## src/hw/rtl/peg_pkg.sv

```systemverilog
// ============================================================================
// peg_pkg - shared types, constants and curve tables
// Command/status structs, FSM states, register indexes and the Q1.15
// exponential and sine tables for the pulse envelope generator.
// ============================================================================
package peg_pkg;

   localparam int CURVE_TABLE_DEPTH = 256;
   localparam int IDX_W = $clog2(CURVE_TABLE_DEPTH);

   // divider dividend width: elapsed * 32768 or elapsed * 3 * depth
   localparam int DIV_W_CURVE = 24 + $clog2(3 * CURVE_TABLE_DEPTH);
   localparam int DIV_W = (DIV_W_CURVE > 39) ? DIV_W_CURVE : 39;
   localparam int CNT_W = $clog2(DIV_W + 1);

   localparam logic [15:0] FULL_LEVEL   = 16'd32768;
   localparam logic [15:0] ACTIVE_FLOOR = 16'd327;
   localparam logic [20:0] WAVE_MAX     = 21'd1048576;

   localparam logic [63:0] Q30_ONE = 64'd1073741824;
   localparam logic [63:0] PI_Q30  = 64'd3373259426;

   typedef enum logic [2:0] {
      REG_MODE       = 3'd0,
      REG_ATTACK     = 3'd1,
      REG_DECAY      = 3'd2,
      REG_THRESHOLD  = 3'd3,
      REG_ROT_RATE   = 3'd4,
      REG_WAVE_RATE  = 3'd5,
      REG_BASE_ANGLE = 3'd6,
      REG_AUDIO_ROT  = 3'd7
   } peg_reg_type;

   typedef enum logic [1:0] {
      TRIG_CONT   = 2'd0,
      TRIG_BEAT   = 2'd1,
      TRIG_THRESH = 2'd2,
      TRIG_SPARE  = 2'd3
   } peg_trig_type;

   typedef enum logic [1:0] {
      CURVE_LINEAR = 2'd0,
      CURVE_EXP    = 2'd1,
      CURVE_HOLD   = 2'd2,
      CURVE_BOUNCE = 2'd3
   } peg_curve_type;

   typedef enum logic [1:0] {
      SEL_CONT = 2'd0,
      SEL_T15  = 2'd1,
      SEL_I    = 2'd2,
      SEL_J    = 2'd3
   } peg_sel_type;

   typedef enum logic [2:0] {
      ST_IDLE,
      ST_APPLY,
      ST_DIV_LOAD,
      ST_DIV_RUN,
      ST_CURVE,
      ST_EMIT
   } peg_state_type;

   typedef struct packed {
      logic        capture;
      logic        apply;
      logic        div_load;
      logic        div_store;
      peg_sel_type div_sel;
      logic        curve_fin;
      logic        out_load;
   } peg_cmd_type;

   typedef struct packed {
      logic need_div;
      logic need_curve;
      logic div_done;
   } peg_stat_type;

   typedef logic [15:0] curve_tab_type [CURVE_TABLE_DEPTH];

   function automatic logic [15:0] q30_to_q15(input logic [63:0] v);
      logic [63:0] r;
      r = (v + 64'd16384) >> 15;
      if (r > 64'(FULL_LEVEL)) r = 64'(FULL_LEVEL);
      return r[15:0];
   endfunction

   // exp(-num / depth) in Q30, series then six squarings
   // depth * 64 is a power of two, so the scaling is a shift
   function automatic logic [63:0] exp_neg_q30(input logic [63:0] num);
      logic [63:0] a, a2, a3, a4, e;
      a  = (num << 30) >> (IDX_W + 6);
      a2 = (a * a) >> 30;
      a3 = (a2 * a) >> 30;
      a4 = (a3 * a) >> 30;
      e  = Q30_ONE - a + a2 / 64'd2 - a3 / 64'd6 + a4 / 64'd24;
      for (int k = 0; k < 6; k++) e = (e * e) >> 30;
      return e;
   endfunction

   // sin(pi * k / depth) in Q30, Taylor series to the 11th power
   function automatic logic [63:0] sin_pi_q30(input logic [63:0] k);
      logic [63:0] m, th, th2, term;
      logic signed [63:0] s;
      m    = (k * 64'd2 > 64'(CURVE_TABLE_DEPTH)) ? 64'(CURVE_TABLE_DEPTH) - k : k;
      th   = (PI_Q30 * m) / 64'(CURVE_TABLE_DEPTH);
      th2  = (th * th) >> 30;
      term = th;
      s    = signed'(th);
      term = ((term * th2) >> 30) / 64'd6;   s = s - signed'(term);
      term = ((term * th2) >> 30) / 64'd20;  s = s + signed'(term);
      term = ((term * th2) >> 30) / 64'd42;  s = s - signed'(term);
      term = ((term * th2) >> 30) / 64'd72;  s = s + signed'(term);
      term = ((term * th2) >> 30) / 64'd110; s = s - signed'(term);
      return (s < 0) ? 64'd0 : unsigned'(s);
   endfunction

   function automatic curve_tab_type build_exp(input logic [63:0] rate);
      curve_tab_type tab;
      for (int k = 0; k < CURVE_TABLE_DEPTH; k++)
         tab[k] = q30_to_q15(exp_neg_q30(rate * 64'(k)));
      return tab;
   endfunction

   function automatic curve_tab_type build_sin();
      curve_tab_type tab;
      for (int k = 0; k < CURVE_TABLE_DEPTH; k++)
         tab[k] = q30_to_q15(sin_pi_q30(64'(k)));
      return tab;
   endfunction

   localparam curve_tab_type E5_TAB  = build_exp(64'd5);
   localparam curve_tab_type E3_TAB  = build_exp(64'd3);
   localparam curve_tab_type SIN_TAB = build_sin();

   // signed 18-bit rate saturated to +-65536
   function automatic logic signed [17:0] sat_rate(input logic [17:0] v);
      logic signed [17:0] x;
      x = signed'(v);
      if (x > 18'sd65536) x = 18'sd65536;
      if (x < -18'sd65536) x = -18'sd65536;
      return x;
   endfunction

endpackage

```

## src/hw/rtl/pulse_envelope_generator.sv

```systemverilog
// ============================================================================
// pulse_envelope_generator - attack/decay and triggered pulse envelope
// Top level: stream in, stream out, register write port.
// ============================================================================
// Use:
//   req_* carries one transaction per item: a time tick (tuser = 0) with
//   elapsed time and audio level, or a beat trigger (tuser = 1) with strength.
//   Every accepted transaction returns exactly one rsp_* transaction holding
//   intensity, active flag, wave phase and rotation angle.
//   csr_* writes one register per handshake; write only while the block is
//   idle. csr_ready is always high.
// Sequencing:
//   Items are worked one at a time. A trigger or plain tick needs no
//   divider pass; a continuous-mode tick that ramps needs one; a tick
//   that continues a live pulse needs three passes of the 39-step
//   shift-subtract divider (curve position, table index, bounce index).
// Reset: synchronous, active high; clears the envelope state and registers
//   (threshold returns to full level). The curve tables are constants.
// Stall: the result waits in an output register; the next request is taken
//   meanwhile, and it stalls only when its own result is ready to load.
// ============================================================================
module pulse_envelope_generator
   import peg_pkg::*;
(
   input  logic        clock,
   input  logic        reset,
   input  logic        req_tvalid,
   output logic        req_tready,
   input  logic [31:0] req_tdata,    // delta_time[15:0], level[31:16]
   input  logic        req_tuser,    // kind[0]
   output logic        rsp_tvalid,
   input  logic        rsp_tready,
   output logic [55:0] rsp_tdata,    // intensity[15:0], active[16], phase[32:17],
                                     // rotation[48:33], zero[55:49]
   input  logic        csr_valid,
   output logic        csr_ready,
   input  logic [2:0]  csr_index,
   input  logic [23:0] csr_data
);

   peg_cmd_type  cmd;
   peg_stat_type stat;
   logic [15:0]  intensity, phase, rotation;
   logic         active;

   assign csr_ready = 1'b1;
   assign rsp_tdata = {7'd0, rotation, phase, active, intensity};

   peg_ctrl u_ctrl (
      .clock      (clock),
      .reset      (reset),
      .req_tvalid (req_tvalid),
      .req_tready (req_tready),
      .rsp_tvalid (rsp_tvalid),
      .rsp_tready (rsp_tready),
      .stat       (stat),
      .cmd        (cmd)
   );

   peg_dpath u_dpath (
      .clock         (clock),
      .reset         (reset),
      .csr_valid     (csr_valid),
      .csr_index     (csr_index),
      .csr_data      (csr_data),
      .in_kind       (req_tuser),
      .in_delta_time (req_tdata[15:0]),
      .in_level      (req_tdata[31:16]),
      .cmd           (cmd),
      .stat          (stat),
      .out_intensity (intensity),
      .out_active    (active),
      .out_phase     (phase),
      .out_rotation  (rotation)
   );

endmodule

```

## src/hw/rtl/peg_ctrl.sv

```systemverilog
// ============================================================================
// peg_ctrl - sequencing state machine
// Accepts one transaction at a time, steps the datapath through the update,
// the divider passes and the curve lookup, and owns the result valid flag.
// ============================================================================
module peg_ctrl
   import peg_pkg::*;
(
   input  logic         clock,
   input  logic         reset,
   input  logic         req_tvalid,
   output logic         req_tready,
   output logic         rsp_tvalid,
   input  logic         rsp_tready,
   input  peg_stat_type stat,
   output peg_cmd_type  cmd
);

   peg_state_type state_ff, state_in;
   peg_sel_type   sel_ff, sel_in;
   logic          out_valid_ff, out_valid_in;
   logic          out_free;

   assign out_free   = !out_valid_ff || rsp_tready;
   assign rsp_tvalid = out_valid_ff;

   // next state
   always_comb begin
      state_in = state_ff;
      sel_in   = sel_ff;
      case (state_ff)
         ST_IDLE: begin
            if (req_tvalid) state_in = ST_APPLY;
         end
         ST_APPLY: begin
            if (stat.need_div) begin
               state_in = ST_DIV_LOAD;
               sel_in   = SEL_CONT;
            end else if (stat.need_curve) begin
               state_in = ST_DIV_LOAD;
               sel_in   = SEL_T15;
            end else begin
               state_in = ST_EMIT;
            end
         end
         ST_DIV_LOAD: state_in = ST_DIV_RUN;
         ST_DIV_RUN: begin
            if (stat.div_done) begin
               case (sel_ff)
                  SEL_CONT: state_in = ST_EMIT;
                  SEL_T15: begin
                     state_in = ST_DIV_LOAD;
                     sel_in   = SEL_I;
                  end
                  SEL_I: begin
                     state_in = ST_DIV_LOAD;
                     sel_in   = SEL_J;
                  end
                  default: state_in = ST_CURVE;
               endcase
            end
         end
         ST_CURVE: state_in = ST_EMIT;
         ST_EMIT: begin
            if (out_free) state_in = ST_IDLE;
         end
         default: state_in = ST_IDLE;
      endcase
   end

   // outputs
   always_comb begin
      cmd          = '0;
      cmd.div_sel  = sel_ff;
      req_tready   = 1'b0;
      out_valid_in = out_valid_ff && !rsp_tready;
      case (state_ff)
         ST_IDLE: begin
            req_tready  = 1'b1;
            cmd.capture = req_tvalid;
         end
         ST_APPLY:    cmd.apply = 1'b1;
         ST_DIV_LOAD: cmd.div_load = 1'b1;
         ST_DIV_RUN:  cmd.div_store = stat.div_done;
         ST_CURVE:    cmd.curve_fin = 1'b1;
         ST_EMIT: begin
            if (out_free) begin
               cmd.out_load = 1'b1;
               out_valid_in = 1'b1;
            end
         end
         default: ;
      endcase
   end

   always_ff @(posedge clock) begin
      if (reset) begin
         state_ff     <= ST_IDLE;
         sel_ff       <= SEL_CONT;
         out_valid_ff <= 1'b0;
      end else begin
         state_ff     <= state_in;
         sel_ff       <= sel_in;
         out_valid_ff <= out_valid_in;
      end
   end

   // a waiting result is never overwritten
   a_no_overwrite: assert property (@(posedge clock) disable iff (reset)
      cmd.out_load |-> (!out_valid_ff || rsp_tready))
      else $error("result register overwritten");

   // an accepted transaction always goes to the update step next
   a_accept_apply: assert property (@(posedge clock) disable iff (reset)
      (req_tvalid && req_tready) |=> (state_ff == ST_APPLY))
      else $error("accept not followed by update");

   // a divider pass never completes in the cycle after it is loaded
   a_div_runs: assert property (@(posedge clock) disable iff (reset)
      cmd.div_load |=> !stat.div_done)
      else $error("divider done right after load");

   // one result per transaction: after loading a result we go back to idle
   a_load_idle: assert property (@(posedge clock) disable iff (reset)
      cmd.out_load |=> (state_ff == ST_IDLE && rsp_tvalid))
      else $error("result load without return to idle");

endmodule

```

## src/hw/rtl/peg_dpath.sv

```systemverilog
// ============================================================================
// peg_dpath - envelope datapath
// Configuration registers, envelope state, shift-subtract divider, curve
// tables and the result register.
// ============================================================================
module peg_dpath
   import peg_pkg::*;
(
   input  logic         clock,
   input  logic         reset,
   input  logic         csr_valid,
   input  logic [2:0]   csr_index,
   input  logic [23:0]  csr_data,
   input  logic         in_kind,
   input  logic [15:0]  in_delta_time,
   input  logic [15:0]  in_level,
   input  peg_cmd_type  cmd,
   output peg_stat_type stat,
   output logic [15:0]  out_intensity,
   output logic         out_active,
   output logic [15:0]  out_phase,
   output logic [15:0]  out_rotation
);

   // configuration
   logic [3:0]  mode_ff;
   logic [23:0] attack_ff, decay_ff;
   logic [15:0] thresh_ff, base_ff;
   logic [17:0] rot_rate_ff, audio_rot_ff;
   logic [20:0] wave_rate_ff;

   // captured transaction
   logic        kind_ff;
   logic [15:0] dt_ff, lvl_ff;

   // envelope state
   logic [15:0] level_ff, level_in;
   logic        live_ff, live_in;
   logic [23:0] elapsed_ff, elapsed_in;
   logic [15:0] spin_ff, spin_in;
   logic [15:0] wave_ff, wave_in;
   logic [15:0] last_ff, last_in;
   logic        up_ff, up_in;

   // divider and curve operands
   logic [DIV_W-1:0] quo_ff, quo_in;
   logic [24:0]      rem_ff, rem_in;
   logic [23:0]      den_ff, den_in;
   logic [CNT_W-1:0] cnt_ff, cnt_in;
   logic [15:0]      t15_ff, t15_in;
   logic [IDX_W-1:0] idx_i_ff, idx_i_in, idx_j_ff, idx_j_in;

   peg_trig_type  trig;
   peg_curve_type curve;
   logic          up, dn, fire_t, live_n, ends;
   logic [23:0]   base_e, e_new;
   logic [24:0]   e_sum;
   logic signed [34:0] spin_prod, spin_mag;
   logic [15:0]   spin_step;
   logic [20:0]   wave_rate_sat;
   logic [36:0]   wave_prod;
   logic [24:0]   shifted;
   logic          ge;
   logic [DIV_W-1:0] dividend;
   logic [15:0]   room, cont_lvl;
   logic [IDX_W+1:0] jr, j1, j2;
   logic [31:0]   bounce_prod;
   logic [15:0]   curve_lvl;
   logic signed [34:0] audio, audio_mag;
   logic [15:0]   audio_term;

   assign trig  = peg_trig_type'(mode_ff[3:2]);
   assign curve = peg_curve_type'(mode_ff[1:0]);

   always_ff @(posedge clock) begin
      if (reset) begin
         mode_ff      <= '0;
         attack_ff    <= '0;
         decay_ff     <= '0;
         thresh_ff    <= FULL_LEVEL;
         rot_rate_ff  <= '0;
         wave_rate_ff <= '0;
         base_ff      <= '0;
         audio_rot_ff <= '0;
      end else if (csr_valid) begin
         case (peg_reg_type'(csr_index))
            REG_MODE:       mode_ff      <= csr_data[3:0];
            REG_ATTACK:     attack_ff    <= csr_data;
            REG_DECAY:      decay_ff     <= csr_data;
            REG_THRESHOLD:  thresh_ff    <= csr_data[15:0];
            REG_ROT_RATE:   rot_rate_ff  <= csr_data[17:0];
            REG_WAVE_RATE:  wave_rate_ff <= csr_data[20:0];
            REG_BASE_ANGLE: base_ff      <= csr_data[15:0];
            REG_AUDIO_ROT:  audio_rot_ff <= csr_data[17:0];
            default: ;
         endcase
      end
   end

   always_ff @(posedge clock) begin
      if (cmd.capture) begin
         kind_ff <= in_kind;
         dt_ff   <= in_delta_time;
         lvl_ff  <= (in_level > FULL_LEVEL) ? FULL_LEVEL : in_level;
      end
   end

   // update-step decisions
   always_comb begin
      up      = (attack_ff != '0) && (lvl_ff > level_ff);
      dn      = !up && (decay_ff != '0) && (lvl_ff < level_ff);
      fire_t  = (trig == TRIG_THRESH) && (lvl_ff >= thresh_ff) && !live_ff;
      live_n  = live_ff || fire_t;
      base_e  = fire_t ? '0 : elapsed_ff;
      e_sum   = {1'b0, base_e} + {9'd0, dt_ff};
      e_new   = e_sum[24] ? '1 : e_sum[23:0];
      ends    = e_new >= decay_ff;
      stat.need_div   = !kind_ff && (trig == TRIG_CONT) && (up || dn);
      stat.need_curve = !kind_ff && (trig != TRIG_CONT) && live_n && !ends;
      stat.div_done   = (cnt_ff == '0);
   end

   // spin and wave steps; spin truncates toward zero
   always_comb begin
      spin_prod     = sat_rate(rot_rate_ff) * signed'({1'b0, dt_ff});
      spin_mag      = (spin_prod < 0) ? -spin_prod : spin_prod;
      spin_step     = (spin_prod < 0) ? 16'(-(spin_mag >>> 16)) : 16'(spin_mag >>> 16);
      wave_rate_sat = (wave_rate_ff > WAVE_MAX) ? WAVE_MAX : wave_rate_ff;
      wave_prod     = {16'd0, wave_rate_sat} * {21'd0, dt_ff};
   end

   // divider step and operand selection
   always_comb begin
      shifted = {rem_ff[23:0], quo_ff[DIV_W-1]};
      ge      = shifted >= {1'b0, den_ff};
      case (cmd.div_sel)
         SEL_CONT: dividend = DIV_W'({dt_ff, 15'd0});
         SEL_T15:  dividend = DIV_W'({elapsed_ff, 15'd0});
         SEL_I:    dividend = DIV_W'(elapsed_ff) * DIV_W'(CURVE_TABLE_DEPTH);
         default:  dividend = DIV_W'(elapsed_ff) * DIV_W'(3 * CURVE_TABLE_DEPTH);
      endcase
   end

   // continuous-mode result and bounce table index from the quotient
   always_comb begin
      room = up_ff ? (lvl_ff - level_ff) : (level_ff - lvl_ff);
      if (quo_ff >= DIV_W'(room)) cont_lvl = lvl_ff;
      else if (up_ff)             cont_lvl = level_ff + quo_ff[15:0];
      else                        cont_lvl = level_ff - quo_ff[15:0];
      jr = quo_ff[IDX_W+1:0];
      j1 = (jr >= (IDX_W+2)'(CURVE_TABLE_DEPTH)) ? jr - (IDX_W+2)'(CURVE_TABLE_DEPTH) : jr;
      j2 = (j1 >= (IDX_W+2)'(CURVE_TABLE_DEPTH)) ? j1 - (IDX_W+2)'(CURVE_TABLE_DEPTH) : j1;
   end

   // curve value from stored quotients
   always_comb begin
      bounce_prod = {16'd0, E3_TAB[idx_i_ff]} * {16'd0, SIN_TAB[idx_j_ff]};
      case (curve)
         CURVE_LINEAR: curve_lvl = FULL_LEVEL - t15_ff;
         CURVE_EXP:    curve_lvl = E5_TAB[idx_i_ff];
         CURVE_HOLD:   curve_lvl = (t15_ff < 16'd16384) ? FULL_LEVEL : 16'(17'd65536 - {t15_ff, 1'b0});
         default:      curve_lvl = bounce_prod[30:15];
      endcase
   end

   // state next values
   always_comb begin
      level_in   = level_ff;
      live_in    = live_ff;
      elapsed_in = elapsed_ff;
      spin_in    = spin_ff;
      wave_in    = wave_ff;
      last_in    = last_ff;
      up_in      = up_ff;
      quo_in     = quo_ff;
      rem_in     = rem_ff;
      den_in     = den_ff;
      cnt_in     = cnt_ff;
      t15_in     = t15_ff;
      idx_i_in   = idx_i_ff;
      idx_j_in   = idx_j_ff;

      if (cmd.apply) begin
         up_in = up;
         if (kind_ff) begin
            live_in    = 1'b1;
            level_in   = lvl_ff;
            elapsed_in = '0;
         end else begin
            last_in = lvl_ff;
            spin_in = spin_ff + spin_step;
            wave_in = wave_ff + wave_prod[31:16];
            if (trig == TRIG_CONT) begin
               if (!(up || dn)) begin
                  level_in = lvl_ff;
                  live_in  = lvl_ff > ACTIVE_FLOOR;
               end
            end else if (live_n) begin
               elapsed_in = e_new;
               live_in    = !ends;
               level_in   = ends ? '0 : lvl_ff;
            end
         end
      end

      if (cmd.div_load) begin
         quo_in = dividend;
         rem_in = '0;
         den_in = (cmd.div_sel == SEL_CONT && up_ff) ? attack_ff : decay_ff;
         cnt_in = CNT_W'(DIV_W);
      end else if (cnt_ff != '0) begin
         rem_in = ge ? shifted - {1'b0, den_ff} : shifted;
         quo_in = {quo_ff[DIV_W-2:0], ge};
         cnt_in = cnt_ff - 1'b1;
      end

      if (cmd.div_store) begin
         case (cmd.div_sel)
            SEL_CONT: begin
               level_in = cont_lvl;
               live_in  = cont_lvl > ACTIVE_FLOOR;
            end
            SEL_T15: t15_in   = quo_ff[15:0];
            SEL_I:   idx_i_in = quo_ff[IDX_W-1:0];
            default: idx_j_in = j2[IDX_W-1:0];
         endcase
      end

      if (cmd.curve_fin) level_in = curve_lvl;
   end

   always_ff @(posedge clock) begin
      if (reset) begin
         level_ff   <= '0;
         live_ff    <= 1'b0;
         elapsed_ff <= '0;
         spin_ff    <= '0;
         wave_ff    <= '0;
         last_ff    <= '0;
         cnt_ff     <= '0;
      end else begin
         level_ff   <= level_in;
         live_ff    <= live_in;
         elapsed_ff <= elapsed_in;
         spin_ff    <= spin_in;
         wave_ff    <= wave_in;
         last_ff    <= last_in;
         cnt_ff     <= cnt_in;
      end
   end

   always_ff @(posedge clock) begin
      up_ff    <= up_in;
      quo_ff   <= quo_in;
      rem_ff   <= rem_in;
      den_ff   <= den_in;
      t15_ff   <= t15_in;
      idx_i_ff <= idx_i_in;
      idx_j_ff <= idx_j_in;
   end

   // rotation: audio term truncates toward zero
   always_comb begin
      audio      = signed'({2'b00, last_ff}) * 35'(sat_rate(audio_rot_ff));
      audio_mag  = (audio < 0) ? -audio : audio;
      audio_term = (audio < 0) ? 16'(-(audio_mag >>> 15)) : 16'(audio_mag >>> 15);
   end

   always_ff @(posedge clock) begin
      if (cmd.out_load) begin
         out_intensity <= level_ff;
         out_active    <= live_ff;
         out_phase     <= wave_ff;
         out_rotation  <= base_ff + spin_ff + audio_term;
      end
   end

endmodule

```

## config.mk

```make
export PLATFORM = sky130hd
export DESIGN_NAME = pulse_envelope_generator
export DESIGN_NICKNAME = d
export VERILOG_FILES = /design/src/hw/rtl/peg_pkg.sv /design/src/hw/rtl/pulse_envelope_generator.sv /design/src/hw/rtl/peg_ctrl.sv /design/src/hw/rtl/peg_dpath.sv
export SDC_FILE = /design/constraint.sdc
export NUM_CORES = 2
export LEC_CHECK = 0
export BUFFER_PORTS_ARGS = -buffer_cell sky130_fd_sc_hd__buf_4
export CAP_MARGIN = 20
export CELL_PAD_IN_SITES_DETAIL_PLACEMENT = 0
export CELL_PAD_IN_SITES_GLOBAL_PLACEMENT = 1
export CORE_MARGIN = 3
export CORE_UTILIZATION = 51
export CTS_CLUSTER_SIZE = 24
export DETAILED_ROUTE_END_ITERATION = 6
export GPL_ROUTABILITY_DRIVEN = 0
export PLACE_DENSITY = 0.84
export SLEW_MARGIN = 5
export SYNTH_ARGS = -nofsm -noshare
export SYNTH_HDL_FRONTEND = slang
export SYNTH_HIERARCHICAL = 1
export SYNTH_SLANG_ARGS = --single-unit
```

## constraint.sdc

```tcl
create_clock -name clock -period 15.61 [get_ports clock]
set_input_delay 3.122 -clock clock [delete_from_list [all_inputs] [get_ports clock]]
set_output_delay 3.122 -clock clock [all_outputs]
set_load 0.01 [all_outputs]
```

[Yosys cells after proc, flatten, opt, wreduce, memory -nomap -nowiden]
Memories as Yosys holds them, arrays and structs flattened.
Index checks and enable logic that the tools add are counted.
Word-level totals
  bits in read-only memories: 12288
  logic and storage cells: 232
  input port bits: 65
  flip-flop bits (word level): 444
  memories: 3
  output and inout bits: 59
Memories
  (name not given): depth 256, width 16, read ports 1, clocked after memory_dff 0, wr ports 0, RTL line peg_dpath.sv:157  | bounce_prod = {16'd0, E3_TAB[idx_i_ff]} * {16'd0, SIN_TAB[idx_j_ff]};
  (name not given): depth 256, width 16, read ports 1, clocked after memory_dff 0, wr ports 0, RTL line peg_dpath.sv:157
  (name not given): depth 256, width 16, read ports 1, clocked after memory_dff 0, wr ports 0, RTL line peg_dpath.sv:160  | CURVE_EXP: curve_lvl = E5_TAB[idx_i_ff];
Operators by class
  add/sub/neg operators: 19
  equal/unequal tests: 23
  reduce and logical (&&, ||, !) cells: 52
  order comparisons: 21
  multiplexer cells: 72
  $mul: 5
  bitwise logic cells: 4
Operator list (number)
  16-bit two-way mux: 21
  24-bit two-way mux: 7
  39-bit one-hot mux with 3 select lines: 1
  16-bit adder: 5
  39-bit two-way mux: 2
  18-bit two-way mux: 4
  35-bit by 1-bit less-than comparator with 1-bit output, second input constant: 2
  16-bit one-hot mux with 3 select lines: 1
  24-bit nonzero test: 2
  16-bit subtractor: 3
  39-bit by 16-bit greater-or-equal comparator with 1-bit output: 1
  18-bit > comparator, second input constant: 2
  18-bit by 17-bit less-than comparator with 1-bit output, second input constant: 2
  17-bit by 18-bit multiplier with 35-bit output: 1
  18-bit by 17-bit multiplier with 35-bit output: 1
  16-bit by 9-bit > comparator with 1-bit output, second input constant: 2
  21-bit by 16-bit multiplier with 32-bit output: 1
  32-bit two-way mux: 1
  16-bit negation: 2
  32-bit negation: 1
  16-bit by 16-bit multiplier with 31-bit output: 1
  31-bit two-way mux: 1
  31-bit negation: 1
  24-bit by 2-bit multiplier with 26-bit output, second input constant: 1
  other kinds (50): 130

[Logic depth before layout (Yosys ltp)]
  depth after elaboration: 15
  gate-level depth with buffers: 50

[Modules after synthesis]
Netlist, hierarchy kept.
By module, submodules not included
  peg_dpath: area each 78863.1 um^2, cells each 9699, times used 1
  peg_ctrl: area each 454.2 um^2, cells each 61, times used 1
  pulse_envelope_generator: area each 75.1 um^2, cells each 11, times used 1

[Worst setup path before layout]
No wires, ideal clock.
  kind: flip-flop to flip-flop
  from: register u_dpath.audio_rot_ff[0]
  to: register u_dpath.out_rotation[15] (data pin)
  required time: 15.349 ns
  clock period less this slack: 11.224 ns
  cell stages (with the launch flop): 47
  library setup time: 0.261 ns
  arrival time: 10.964 ns
  path buffers: 4
  path slack: 4.386 ns
  cells stage by stage: dfxtp_1 -> nor4_1 -> a41oi_1 -> mux2i_1 -> clkbuf_1 -> and2_1 -> clkbuf_1 -> nand2_1 -> fa_1 -> inv_1 -> fa_1 -> inv_1 -> fa_1 -> fa_1 -> fa_1 -> inv_1 -> fa_1 -> ha_1 -> [... 11 more ...] -> ha_1 -> or4b_2 -> mux2i_1 -> nand3_1 -> a21oi_1 -> xor2_1 -> fa_1 -> ha_1 -> o21ai_0 -> a21boi_0 -> o21ai_0 -> a21boi_0 -> o21ai_0 -> a21oi_1 -> a21o_1 -> a21oi_1 -> xnor2_1 -> xor2_1
On the way
  word-level cells in the longest chain between the ends: 10
  elaborated cells between the ends (all ways): 11
Ends and longest elaborated chain
  start: declaration: RTL line peg_dpath.sv:29  | logic [17:0] rot_rate_ff, audio_rot_ff;
  start signal: assignment: RTL line peg_dpath.sv:94  | REG_AUDIO_ROT: audio_rot_ff <= csr_data[17:0];
  18-bit > comparator: RTL line peg_pkg.sv:141  | if (x > 18'sd65536) x = 18'sd65536;
  18-bit two-way mux (*): RTL line peg_pkg.sv:141
  18-bit by 17-bit less-than comparator with 1-bit output: RTL line peg_pkg.sv:142  | if (x < -18'sd65536) x = -18'sd65536;
  18-bit two-way mux (*): RTL line peg_pkg.sv:142
  17-bit by 18-bit multiplier with 35-bit output (*): RTL line peg_dpath.sv:264  | audio = signed'({2'b00, last_ff}) * 35'(sat_rate(audio_rot_ff));
  31-bit negation or 35-bit by 1-bit less-than comparator with 1-bit output (tied branches): RTL line peg_dpath.sv:265, peg_dpath.sv:266
  31-bit two-way mux: RTL line peg_dpath.sv:265  | audio_mag = (audio < 0) ? -audio : audio;
  16-bit negation: RTL line peg_dpath.sv:266  | audio_term = (audio < 0) ? 16'(-(audio_mag >>> 15)) : 16'(audio_mag >>> 15);
  16-bit two-way mux (*): RTL line peg_dpath.sv:266
  16-bit adder (*): RTL line peg_dpath.sv:274  | out_rotation <= base_ff + spin_ff + audio_term;
  end signal: assignment: RTL line peg_dpath.sv:274
  end: declaration: RTL line peg_dpath.sv:22  | output logic [15:0] out_rotation
Every way passes the cells marked *; elsewhere a longest branch is shown, timed or not.
A chain may end at the register's enable or synchronous reset.

[Worst setup path after layout]
Same ends and word-level chain as after synthesis.

==> results.json <==
{
  "p_per_area_mw_per_mm2": 63.8,
  "synth.top_cells.by_count": "1,476 x nand2_1, 1,422 x inv_1, 1,057 x fa_1, 628 x ha_1, 624 x a21oi_1",
  "cellLeakagePower_nw": 38.2,
  "synth_top_cell_area_share_pct": 26.7,
  "tightestPinTransition_ps": 1280,
  "grt_max_degree": 177,
  "wl_per_cell_um": 22.8,
  "outcome": "complete, but fails checks",
  "post_cts_buffers": 0,
  "fin_crit_ps": 13160,
  "postCtsHoldBufs": 0,
  "grt_antenna_before_repair": 8,
  "fin_nets": 11200,
  "cts_tree": "done",
  "wirelength_um": 264000,
  "die_x_um": 401,
  "rr_worst_depth": 45,
  "ir_drop_mv": 0.0877,
  "firstDrtPassIters": 7,
  "hold_class": "register to register",
  "die_h_um": 401,
  "grt_pass1_wl_um": 412000,
  "synth_most_common_cell": "nand2_1",
  "failed_checks": "DRC",
  "finalHoldViolations": 0,
  "fp.coreArea_mm2": 0.154,
  "criticalPathCategory": "register to register",
  "ys_top_cells_by_area": "fa_1 27%, ha_1 9.9%, nand2_1 7.0%",
  "synth_edf_count": 178,
  "vias": 71300,
  "cts_buffers": 50,
  "root_buffer": "clkbuf_16",
  "initial_core_util_pct": 51.4,
  "netlist_instances": 9771,
  "stdcell_area_mm2": 0.0836,
  "slowest_delay_ps": 600,
  "synth-seq-cells": 444,
  "place_area_mm2": 0.0817,
  "hold_depth": 0,
  "cp-end-kind": "register",
  "io_pins": 124,
  "period_share_pct": 84.3,
  "drt_iter0_drc": 7915,
  "portBuffers": 115,
  "start_kind": "register",
  "critPathMaxFanout": 140,
  "first_global_vias": 71700,
  "cp.required_ps": 15990,
  "synth.distinct_cells": 120,
  "hpwl_um": 197000,
  "drc": 101,
  "grt-ovfl-total": 0,
  "cts.sinks": 444,
  "ys_warn_count": 6,
  "maxSlewViolCount": 0,
  "syn_avg_cell_area_um2": 8.13,
  "slew_headroom_pct": 14.4,
  "detail-route-antenna-nets": 0,
  "ys_seq_area_share_pct": 13.4,
  "areaGrowthSynthToFinish_pct": 5.29,
  "arrival_ps": 13530,
  "rows": 144,
  "synth_ff_type": "dfxtp_1",
  "clock_path_buffers": 3,
  "clock-skew-final_ps": 74.7,
  "maxCapViolations": 0,
  "synth_largest_area_cell": "fa_1",
  "drive_gt1_share_pct": 5.65,
  "clk_pin_slew_ps": 60,
  "grt_util_all_layers_pct": 32.4,
  "clock_latency_ps": 650,
  "h-tree-depth": 2,
  "setup_viol": 0,
  "critPathSlowestCell": "or4b_2",
  "tns_ps": 0,
  "crit_top_cell": "fa_1",
  "cts-resized-gates": 0,
  "synth_area_mm2": 0.0794,
  "fmaxAchievable_mhz": 76.0,
  "avgViaCountPerCell": 6.16,
  "nFillCells": 14500,
  "ys_async_sr_fraction_pct": 0,
  "rsz0062_at_grt": "false",
  "die_area_mm2": 0.160
}
[flip-flops by register name, summed over array words and instances (netlist names), 16 cells and up]
signal and cells:
u_dpath/rem_ff 24, u_dpath/wave_rate_ff 21, u_dpath/out_rotation 16, u_dpath/dt_ff 16, u_dpath/t15_ff 16, u_dpath/thresh_ff 16, u_dpath/level_ff 16, u_dpath/last_ff 16
u_dpath/lvl_ff 16, u_dpath/den_ff 24, u_dpath/wave_ff 16, u_dpath/base_ff 16, u_dpath/attack_ff 24, u_dpath/out_intensity 16, u_dpath/rot_rate_ff 18, u_dpath/elapsed_ff 24
u_dpath/quo_ff 39, u_dpath/decay_ff 24, u_dpath/out_phase 16, u_dpath/audio_rot_ff 18, u_dpath/spin_ff 16
[metal layers]
metal / global-route usage [%] / part of all wire, % / wire length (um)
met1: 40.5 / 38 / 100000
met2: 52.3 / 46 / 122000
met3: 6.44 / 9.0 / 23700
met4: 18.4 / 6.7 / 17600
met5: 0.535 / 0.0034 / 9
[cell type report]
cell class              instances  area (um^2)  area share, %
multi-input cells            7273        61000           73.0
flip-flops and latches        444        10700           12.8
inverters                    1428         5360           6.41
well taps                    2044         2560           3.06
repair buffers                270         2110           2.52
clock buffers                  61         1410           1.68
clock inverters                32          454          0.543
diodes                          9         22.5         0.0269
[path summary, 6_finish.rpt]
check	startpoint	endpoint	slack, ps
setup / recovery	u_dpath/audio_rot_ff[0]$_SDFFE_PP0P_	u_dpath/out_rotation[15]$_DFFE_PP_	2450
hold / removal	u_dpath/wave_ff[15]$_SDFFE_PP0P_	u_dpath/out_phase[15]$_DFFE_PP_	430
hold reg to reg	u_dpath/wave_ff[15]$_SDFFE_PP0P_	u_dpath/out_phase[15]$_DFFE_PP_	430
setup reg to reg	u_dpath/audio_rot_ff[0]$_SDFFE_PP0P_	u_dpath/out_rotation[15]$_DFFE_PP_	2450
[critical path: cells and delay by family, from the launching register on]
family / cells / cell delay, ps
flops: 1 / 510
xor+xnor: 4 / 670
compound gates: 13 / 2770
simple gates: 10 / 2680
fa+ha+maj: 10 / 4420
mux: 2 / 820
buf+inv: 6 / 950
[cell usage in the layout, fill, tap and decap left out, drive strengths merged, types with 28 or more instances in the layout]
master,instances
nor4,52
mux2i,51
nor3,163
inv,1430
nand4,36
nand2b,103
a221oi,52
dfxtp,266
clkbuf,64
or2,40
o311ai,37
fa,1057
xor2,76
xnor2,190
a211oi,115
o21a,32
ha,628
mux4,30
a311oi,52
a21o,85
o31ai,30
or3,35
and2,230
nand3,147
o21ai,399
o21bai,28
o22ai,39
mux2,28
a21oi,627
edfxtp,178
a22oi,29
and3,325
a31oi,88
o211ai,69
nor2b,137
buf,267
nand2,1476
nor2,458
[stage by stage]
stage	hold slack, ps	worst slack (ps)	utilization, %	total power (W)	instances
3_3_place_gp	430	2870	52.9	0.00393	11500
2_1_floorplan	417	4390	-	0.00329	9777
4_1_cts	420	2700	54.1	0.00534	11500
3_5_place_dp	447	2750	52.9	0.00398	11500
6_report	425	2450	54.1	0.00533	11600
5_1_grt	438	1650	54.1	0.00568	11600
[where the power goes]
group          switching [W]  leakage (nW)  internal [W]
Combinational        0.00142          33.4      0.000914
Sequential          0.000228          3.85       0.00144
Clock               0.000549         0.910      0.000786
[cells by family (layout without fill, tap and decap cells)]
group / count (synthesis) / in the layout / share of synthesized area (%)
buffers and inverters: 2060 / 1791 / 9.90
adder cells (fa/ha/maj): 1685 / 1685 / 36.5
multiplexers: 109 / 109 / 1.89
XOR/XNOR: 267 / 267 / 2.96
other: 2 / 17 / 0.00946
flip-flops: 444 / 444 / 13.4
AND/OR/NAND/NOR: 3273 / 3273 / 19.5
AO/OA/AOI/OAI: 1931 / 1931 / 15.8
Power figures use the tool's default switching activity.
